==> src/hw/rtl/rgbhsv_pkg.sv <==
// shared constants and types of the rgb to hsv converter
`default_nettype none
package rgbhsv_pkg;

  localparam int CHANNEL_BITS_DEF = 8;
  localparam int QUOT_BITS        = 12;          // quotient bits per division cell row
  localparam int HUE_BITS         = 15;
  localparam int SAT_BITS         = 8;
  localparam int SEXTANT          = 3840;        // 60 degrees in 1/64 degree
  localparam int FULL_CIRCLE      = 23040;       // 360 degrees in 1/64 degree
  localparam int SAT_SCALE        = 255 * 16;    // 255 with four extra fraction bits
  localparam int PIPE_LATENCY     = QUOT_BITS + 2;

  typedef enum logic [1:0] {
    SEXT_RED   = 2'd0,
    SEXT_GREEN = 2'd1,
    SEXT_BLUE  = 2'd2
  } sextant_t;

  typedef struct packed {
    logic     grey;
    logic     neg;
    sextant_t sextant;
  } pix_ctl_t;

endpackage
`default_nettype wire

==> src/hw/rtl/rgbhsv_div_cell.sv <==
// one restoring division step for the hue and saturation quotients
`default_nettype none
module rgbhsv_div_cell #(
  parameter int CHANNEL_BITS = rgbhsv_pkg::CHANNEL_BITS_DEF,
  parameter int SIDE_BITS    = 1
) (
  input  wire logic                               clk,
  input  wire logic                               rst,
  input  wire logic                               valid,
  input  wire logic [SIDE_BITS-1:0]               side,
  input  wire logic [CHANNEL_BITS-1:0]            hue_div,
  input  wire logic [CHANNEL_BITS-1:0]            hue_rem,
  input  wire logic [rgbhsv_pkg::QUOT_BITS-1:0]   hue_quo,
  input  wire logic [CHANNEL_BITS-1:0]            sat_div,
  input  wire logic [CHANNEL_BITS-1:0]            sat_rem,
  input  wire logic [rgbhsv_pkg::QUOT_BITS-1:0]   sat_quo,
  output logic                                    valid_q,
  output logic [SIDE_BITS-1:0]                    side_q,
  output logic [CHANNEL_BITS-1:0]                 hue_div_q,
  output logic [CHANNEL_BITS-1:0]                 hue_rem_q,
  output logic [rgbhsv_pkg::QUOT_BITS-1:0]        hue_quo_q,
  output logic [CHANNEL_BITS-1:0]                 sat_div_q,
  output logic [CHANNEL_BITS-1:0]                 sat_rem_q,
  output logic [rgbhsv_pkg::QUOT_BITS-1:0]        sat_quo_q
);

  localparam int QB = rgbhsv_pkg::QUOT_BITS;

  logic [CHANNEL_BITS:0]   hue_t;
  logic [CHANNEL_BITS:0]   sat_t;
  logic                    hue_ge;
  logic                    sat_ge;
  logic [CHANNEL_BITS-1:0] hue_rem_next;
  logic [CHANNEL_BITS-1:0] sat_rem_next;
  logic [QB-1:0]           hue_quo_next;
  logic [QB-1:0]           sat_quo_next;

  // bring down the next dividend bit, subtract when it fits, shift the
  // quotient bit in behind the remaining dividend bits
  always_comb begin
    hue_t  = {hue_rem, hue_quo[QB-1]};
    sat_t  = {sat_rem, sat_quo[QB-1]};
    hue_ge = hue_t >= {1'b0, hue_div};
    sat_ge = sat_t >= {1'b0, sat_div};
    hue_rem_next = hue_ge ? CHANNEL_BITS'(hue_t - {1'b0, hue_div}) : hue_t[CHANNEL_BITS-1:0];
    sat_rem_next = sat_ge ? CHANNEL_BITS'(sat_t - {1'b0, sat_div}) : sat_t[CHANNEL_BITS-1:0];
    hue_quo_next = {hue_quo[QB-2:0], hue_ge};
    sat_quo_next = {sat_quo[QB-2:0], sat_ge};
  end

  always_ff @(posedge clk) begin
    if (rst) begin
      valid_q <= 1'b0;
    end else begin
      valid_q <= valid;
    end
  end

  always_ff @(posedge clk) begin
    side_q    <= side;
    hue_div_q <= hue_div;
    hue_rem_q <= hue_rem_next;
    hue_quo_q <= hue_quo_next;
    sat_div_q <= sat_div;
    sat_rem_q <= sat_rem_next;
    sat_quo_q <= sat_quo_next;
  end

endmodule
`default_nettype wire

==> src/hw/rtl/rgbhsv_front.sv <==
// extremes, sextant pick and scaled dividends ahead of the division row
`default_nettype none
module rgbhsv_front #(
  parameter int CHANNEL_BITS = rgbhsv_pkg::CHANNEL_BITS_DEF
) (
  input  wire logic                             clk,
  input  wire logic                             rst,
  input  wire logic                             take,
  input  wire logic [CHANNEL_BITS-1:0]          red,
  input  wire logic [CHANNEL_BITS-1:0]          green,
  input  wire logic [CHANNEL_BITS-1:0]          blue,
  output logic                                  valid_q,
  output rgbhsv_pkg::pix_ctl_t                  ctl_q,
  output logic [CHANNEL_BITS-1:0]               bright_q,
  output logic [CHANNEL_BITS-1:0]               hue_div_q,
  output logic [CHANNEL_BITS-1:0]               hue_rem_q,
  output logic [rgbhsv_pkg::QUOT_BITS-1:0]      hue_quo_q,
  output logic [CHANNEL_BITS-1:0]               sat_div_q,
  output logic [CHANNEL_BITS-1:0]               sat_rem_q,
  output logic [rgbhsv_pkg::QUOT_BITS-1:0]      sat_quo_q
);

  localparam int QB = rgbhsv_pkg::QUOT_BITS;
  localparam int DW = CHANNEL_BITS + QB;

  logic [CHANNEL_BITS-1:0] mx;
  logic [CHANNEL_BITS-1:0] mn;
  logic [CHANNEL_BITS-1:0] rng;
  logic [CHANNEL_BITS:0]   sdiff;
  logic [CHANNEL_BITS-1:0] adiff;
  logic [DW-1:0]           hue_num;
  logic [DW-1:0]           sat_num;
  rgbhsv_pkg::pix_ctl_t    ctl;

  always_comb begin
    mx = red;
    if (green > mx) mx = green;
    if (blue > mx)  mx = blue;
    mn = red;
    if (green < mn) mn = green;
    if (blue < mn)  mn = blue;
    rng = mx - mn;

    // ties go red first, then green
    if (red == mx) begin
      ctl.sextant = rgbhsv_pkg::SEXT_RED;
      sdiff       = {1'b0, green} - {1'b0, blue};
    end else if (green == mx) begin
      ctl.sextant = rgbhsv_pkg::SEXT_GREEN;
      sdiff       = {1'b0, blue} - {1'b0, red};
    end else begin
      ctl.sextant = rgbhsv_pkg::SEXT_BLUE;
      sdiff       = {1'b0, red} - {1'b0, green};
    end
    ctl.neg  = sdiff[CHANNEL_BITS];
    ctl.grey = (mx == mn);
    adiff    = ctl.neg ? CHANNEL_BITS'(-sdiff) : sdiff[CHANNEL_BITS-1:0];

    // both quotients stay below 2**QB, so the upper part starts below the divisor
    hue_num = DW'(adiff) * DW'(rgbhsv_pkg::SEXTANT);
    sat_num = DW'(rng) * DW'(rgbhsv_pkg::SAT_SCALE);
  end

  always_ff @(posedge clk) begin
    if (rst) begin
      valid_q <= 1'b0;
    end else begin
      valid_q <= take;
    end
  end

  always_ff @(posedge clk) begin
    ctl_q     <= ctl;
    bright_q  <= mx;
    hue_div_q <= rng;
    hue_rem_q <= hue_num[DW-1:QB];
    hue_quo_q <= hue_num[QB-1:0];
    sat_div_q <= mx;
    sat_rem_q <= sat_num[DW-1:QB];
    sat_quo_q <= sat_num[QB-1:0];
  end

endmodule
`default_nettype wire

==> src/hw/rtl/rgbhsv_back.sv <==
// sextant offset, wrap and grey override into the result register
`default_nettype none
module rgbhsv_back #(
  parameter int CHANNEL_BITS = rgbhsv_pkg::CHANNEL_BITS_DEF
) (
  input  wire logic                             clk,
  input  wire logic                             rst,
  input  wire logic                             valid,
  input  wire rgbhsv_pkg::pix_ctl_t             ctl,
  input  wire logic [CHANNEL_BITS-1:0]          bright,
  input  wire logic [rgbhsv_pkg::QUOT_BITS-1:0] hue_quo,
  input  wire logic [rgbhsv_pkg::QUOT_BITS-1:0] sat_quo,
  output logic                                  done,
  output logic [rgbhsv_pkg::HUE_BITS-1:0]       hue,
  output logic [rgbhsv_pkg::SAT_BITS-1:0]       saturation,
  output logic [CHANNEL_BITS-1:0]               brightness
);

  localparam int HW = rgbhsv_pkg::HUE_BITS + 1;

  logic signed [HW-1:0]               base;
  logic signed [HW-1:0]               delta;
  logic signed [HW-1:0]               sum;
  logic [rgbhsv_pkg::HUE_BITS-1:0]    hue_next;
  logic [rgbhsv_pkg::SAT_BITS-1:0]    sat_next;

  always_comb begin
    unique case (ctl.sextant)
      rgbhsv_pkg::SEXT_RED:   base = '0;
      rgbhsv_pkg::SEXT_GREEN: base = HW'(2 * rgbhsv_pkg::SEXTANT);
      rgbhsv_pkg::SEXT_BLUE:  base = HW'(4 * rgbhsv_pkg::SEXTANT);
      default:                base = '0;
    endcase
    delta = ctl.neg ? -$signed(HW'(hue_quo)) : $signed(HW'(hue_quo));
    sum   = base + delta;
    if (sum < 0) sum = sum + HW'(rgbhsv_pkg::FULL_CIRCLE);
    hue_next = ctl.grey ? '0 : sum[rgbhsv_pkg::HUE_BITS-1:0];
    // drop the four fraction bits of the saturation quotient
    sat_next = ctl.grey ? '0
             : sat_quo[rgbhsv_pkg::QUOT_BITS-1 -: rgbhsv_pkg::SAT_BITS];
  end

  always_ff @(posedge clk) begin
    if (rst) begin
      done <= 1'b0;
    end else begin
      done <= valid;
    end
  end

  always_ff @(posedge clk) begin
    hue        <= hue_next;
    saturation <= sat_next;
    brightness <= bright;
  end

endmodule
`default_nettype wire

==> src/hw/rtl/rgb_to_hsv_converter.sv <==
// top level of the pipelined rgb to hsv pixel converter
//
// usage:
// - input beat: drive red, green, blue and raise start; the beat is taken
//   at a rising edge where start is high and busy is low
// - busy is low in normal operation, so a new pixel can enter every cycle;
//   it is high only while rst is held
// - result beat: done is high for exactly one cycle with hue (1/64 degree),
//   saturation (255 = 1.0) and brightness (largest channel)
// - path: each input beat passes the front stage, twelve division cells and
//   the result register before its result shows
// - throughput: one pixel per clock outside reset, set by the row of division cells that
//   each resolve one quotient bit of both divisions per cycle
// - results leave in input order; the receiver cannot stall, none is needed
// - reset: synchronous rst clears every valid bit in the pipe, so pixels in
//   flight are dropped and done stays low until new pixels drain through
// - grey pixels (max equals min) give hue and saturation of zero
`default_nettype none
module rgb_to_hsv_converter #(
  parameter int CHANNEL_BITS = rgbhsv_pkg::CHANNEL_BITS_DEF
) (
  input  wire logic                         clk,
  input  wire logic                         rst,
  input  wire logic                         start,
  output logic                              busy,
  input  wire logic [CHANNEL_BITS-1:0]      red,
  input  wire logic [CHANNEL_BITS-1:0]      green,
  input  wire logic [CHANNEL_BITS-1:0]      blue,
  output logic                              done,
  output logic [rgbhsv_pkg::HUE_BITS-1:0]   hue,
  output logic [rgbhsv_pkg::SAT_BITS-1:0]   saturation,
  output logic [CHANNEL_BITS-1:0]           brightness
);

  localparam int QB        = rgbhsv_pkg::QUOT_BITS;
  localparam int NCELL     = rgbhsv_pkg::QUOT_BITS;           // one cell per quotient bit
  localparam int CTL_BITS  = $bits(rgbhsv_pkg::pix_ctl_t);
  localparam int SIDE_BITS = CTL_BITS + CHANNEL_BITS;

  // pipe is always free to take a beat; it only refuses while in reset
  logic take;
  assign busy = rst;
  assign take = start & ~busy;

  // chain taps, index 0 is the front stage output, NCELL the last cell output
  logic                    valid_c   [0:NCELL];
  logic [SIDE_BITS-1:0]    side_c    [0:NCELL];
  logic [CHANNEL_BITS-1:0] hue_div_c [0:NCELL];
  logic [CHANNEL_BITS-1:0] hue_rem_c [0:NCELL];
  logic [QB-1:0]           hue_quo_c [0:NCELL];
  logic [CHANNEL_BITS-1:0] sat_div_c [0:NCELL];
  logic [CHANNEL_BITS-1:0] sat_rem_c [0:NCELL];
  logic [QB-1:0]           sat_quo_c [0:NCELL];

  rgbhsv_pkg::pix_ctl_t    front_ctl;
  logic [CHANNEL_BITS-1:0] front_bright;
  rgbhsv_pkg::pix_ctl_t    back_ctl;
  logic [CHANNEL_BITS-1:0] back_bright;

  // extremes, sextant and scaled dividends
  rgbhsv_front #(
    .CHANNEL_BITS(CHANNEL_BITS)
  ) u_front (
    .clk       (clk),
    .rst       (rst),
    .take      (take),
    .red       (red),
    .green     (green),
    .blue      (blue),
    .valid_q   (valid_c[0]),
    .ctl_q     (front_ctl),
    .bright_q  (front_bright),
    .hue_div_q (hue_div_c[0]),
    .hue_rem_q (hue_rem_c[0]),
    .hue_quo_q (hue_quo_c[0]),
    .sat_div_q (sat_div_c[0]),
    .sat_rem_q (sat_rem_c[0]),
    .sat_quo_q (sat_quo_c[0])
  );

  // control bits and brightness ride along the division row
  assign side_c[0] = {front_ctl, front_bright};

  // row of division cells, each resolves one quotient bit per pixel
  for (genvar i = 0; i < NCELL; i++) begin : g_cell
    rgbhsv_div_cell #(
      .CHANNEL_BITS(CHANNEL_BITS),
      .SIDE_BITS   (SIDE_BITS)
    ) u_cell (
      .clk       (clk),
      .rst       (rst),
      .valid     (valid_c[i]),
      .side      (side_c[i]),
      .hue_div   (hue_div_c[i]),
      .hue_rem   (hue_rem_c[i]),
      .hue_quo   (hue_quo_c[i]),
      .sat_div   (sat_div_c[i]),
      .sat_rem   (sat_rem_c[i]),
      .sat_quo   (sat_quo_c[i]),
      .valid_q   (valid_c[i+1]),
      .side_q    (side_c[i+1]),
      .hue_div_q (hue_div_c[i+1]),
      .hue_rem_q (hue_rem_c[i+1]),
      .hue_quo_q (hue_quo_c[i+1]),
      .sat_div_q (sat_div_c[i+1]),
      .sat_rem_q (sat_rem_c[i+1]),
      .sat_quo_q (sat_quo_c[i+1])
    );
  end

  // remainders of the last cell are not needed, divisors neither
  assign back_ctl    = rgbhsv_pkg::pix_ctl_t'(side_c[NCELL][SIDE_BITS-1:CHANNEL_BITS]);
  assign back_bright = side_c[NCELL][CHANNEL_BITS-1:0];

  // offset, wrap and result register
  rgbhsv_back #(
    .CHANNEL_BITS(CHANNEL_BITS)
  ) u_back (
    .clk        (clk),
    .rst        (rst),
    .valid      (valid_c[NCELL]),
    .ctl        (back_ctl),
    .bright     (back_bright),
    .hue_quo    (hue_quo_c[NCELL]),
    .sat_quo    (sat_quo_c[NCELL]),
    .done       (done),
    .hue        (hue),
    .saturation (saturation),
    .brightness (brightness)
  );

endmodule
`default_nettype wire

==> config.mk <==
export PLATFORM = sky130hd
export DESIGN_NAME = rgb_to_hsv_converter
export DESIGN_NICKNAME = d
export VERILOG_FILES = /design/src/hw/rtl/rgbhsv_pkg.sv /design/src/hw/rtl/rgbhsv_div_cell.sv /design/src/hw/rtl/rgbhsv_front.sv /design/src/hw/rtl/rgbhsv_back.sv /design/src/hw/rtl/rgb_to_hsv_converter.sv
export SDC_FILE = /design/constraint.sdc
export NUM_CORES = 1
export LEC_CHECK = 0
export BUFFER_PORTS_ARGS = -buffer_cell sky130_fd_sc_hd__buf_2
export CAP_MARGIN = 20
export CORE_MARGIN = 2
export CORE_UTILIZATION = 40
export DETAILED_ROUTE_END_ITERATION = 8
export HOLD_SLACK_MARGIN = 0.03
export PLACE_DENSITY = 0.62
export SYNTH_ARGS = -nofsm -noshare
export SYNTH_HDL_FRONTEND = slang
export SYNTH_HIERARCHICAL = 1
export SYNTH_SLANG_ARGS = --single-unit
==> constraint.sdc <==
create_clock -name clk -period 22.2 [get_ports clk]
set_clock_uncertainty 0.1 [all_clocks]
set_input_delay 1.11 -clock clk [delete_from_list [all_inputs] [get_ports clk]]
set_output_delay 1.11 -clock clk [all_outputs]
set_load 0.05 [all_outputs]
==> flow_summary.yaml <==
setup_path:
  r2r_cells: 12
  cp-start-kind: "primary input"
  critPathMaxFanout: 23
  cp-end-kind: "register"
  cp_common_cell: "inv_1"
  rrSetupSlack_ns: 18.32
  slowest_stage: "and3_1"
  max_stage_delay_ns: 0.67
  r2r-end: "u_back/hue[10]"
  required_ns: 22.65
  path_class: "in -> reg"
  worstPathArrival_ns: 11.10
  r2r_start: "g_cell[11].u_cell/hue_quo_q[3]"
timing:
  fmax_ghz: 0.0939
  fin_crit_ns: 10.65
  slew_headroom_pct: 37.5
  fin_tns_setup_ns: 0
  final-setup-viol-count: 0
  hold_viol_final: 0
  drv_slew: 0
  tightestPinTransition_ns: 0.938
  rsz0062_at_grt: "false"
  setup_slack_ns: 11.55
  fin_crit_sh_pct: 48.0
finish:
  most-common-layout-cells: "dfxtp_1, inv_1, ha_1, a21oi_1, nor2_1"
  final_util_pct: 45.5
  area_growth_pct: 12.9
  multi_input_comb_area_um2: 14200
  fin_nets: 3301
  layout_commonest_cell: "dfxtp_1"
  nFillCells: 7245
  drive_gt1_share_pct: 13.7
  ff_latch_area_um2: 15300
clock_tree:
  cts_buffers: 77
  clk_pin_slew_ns: 0.06
  cts_resized: 0
  clk_latency_ns: 0.61
  root_buffer: "clkbuf_16"
  clock-sinks: 764
  cts.hold.buffers_added: 0
  post-cts-setup-buffer-count: 0
  htreeDepth: 3
  clockBufferDepth: 3
  cts_tree: "done"
detailed_routing:
  drc: 0
  vias: 19000
  ant_nets: 0
  routed_via_density: 4.67
  drt-pass1-iter-count: 5
  post_drt_wl_per_cell_um: 13.5
  wl_mm: 54.8
  drt_iter0_markers: 835
global_routing:
  antenna_found_initial: 1
  grt_max_degree: 25
  grt_pass1_vias: 19000
  gr-total-overflow: 0
  track_usage_pct: 13.6
  grt_pass1_wl_mm: 91.1
yosys:
  yosys_warnings: 6
  syn_avg_cell_area_um2: 11.0
  postSynthCellCount: 2844
  synthesis.area_um2: 31200
die:
  die_y_um: 283
  core_um2: 77300
  die-area_um2: 80200
  ioPinCount: 60
  dieWidth_um: 283
  start_util_pct: 40.3
  rows: 102
place:
  port_buffers: 59
  pre_cts_ws_ns: 10.97
  place.gp.congestion: 0.859
  dp_hpwl_mm: 41.7
hold_path:
  min_to: "g_cell[6].u_cell/sat_quo_q[2]"
  hold_class: "reg -> reg"
  whs_path_depth: 0
  min_from: "g_cell[5].u_cell/sat_quo_q[1]"
flow_run:
  max-cap-violations: 0
outcome:
  outcome: "complete, no violations"
==> final cells by class <==
class / instances / area share [%]
sequential: 764 / 43.4
antenna: 1 / 0.00711
multi-input combinational: 1677 / 40.4
clock buffer: 95 / 5.90
tap: 1040 / 3.70
timing repair buffer: 65 / 0.967
clock inverter: 46 / 1.67
inverter: 366 / 3.90
==> sequential cells by signal, summed over array words and instances, names as in the netlist, 12 cells and up <==
register and cells:
g_cell.u_cell/hue_quo_q 144, g_cell.u_cell/side_q 144, g_cell.u_cell/sat_quo_q 96, g_cell.u_cell/hue_div_q 88
g_cell.u_cell/hue_rem_q 88, g_cell.u_cell/sat_div_q 56, g_cell.u_cell/sat_rem_q 56, u_back/hue 15
g_cell.u_cell/valid_q 12
==> worst max path at each step <==
stage,startpoint,end,slack [ns],depth (start not counted)
detailed placement,green[7],u_front/sat_rem_q[7],10.97,42
CTS,green[7],u_front/sat_rem_q[7],11.61,42
finish,green[7],u_front/sat_rem_q[7],11.55,42
floorplan,green[2],u_front/sat_rem_q[7],11.67,49
global placement,green[7],u_front/sat_rem_q[7],11.17,42
global route,green[7],u_front/sat_rem_q[7],10.59,42
==> routing by layer <==
layer / share of wire, % / GRT usage, %
met5: 0 / 0
met4: 3.4 / 6.35
met3: 4.1 / 2.38
met2: 49 / 24.3
met1: 44 / 15.9
==> stage by stage <==
| step | instances | area (um2) | hold WS, ns |
|---|---|---|---|
| after CTS | 4053 | 35200 | 0.220 |
| final | 4054 | 35200 | 0.220 |
| after global routing | 4054 | 35200 | 0.223 |
| after floorplan | 2851 | 31200 | 0.210 |
| after global placement | 3912 | 32500 | 0.209 |
| after detailed placement | 3912 | 32500 | 0.212 |
==> critical path: cells and delay by family <==
| kind | cells | cell delay (ns) |
|---|---|---|
| AO/OA/AOI/OAI | 16 | 3.37 |
| XOR/XNOR | 3 | 0.94 |
| adder cells (fa/ha/maj) | 7 | 2.82 |
| buffers and inverters | 7 | 0.87 |
| AND/OR/NAND/NOR | 9 | 1.95 |
Power is left out: the tool's default activity adds up to more than one toggle a clock period on the data nets, which glitch-free logic cannot reach.
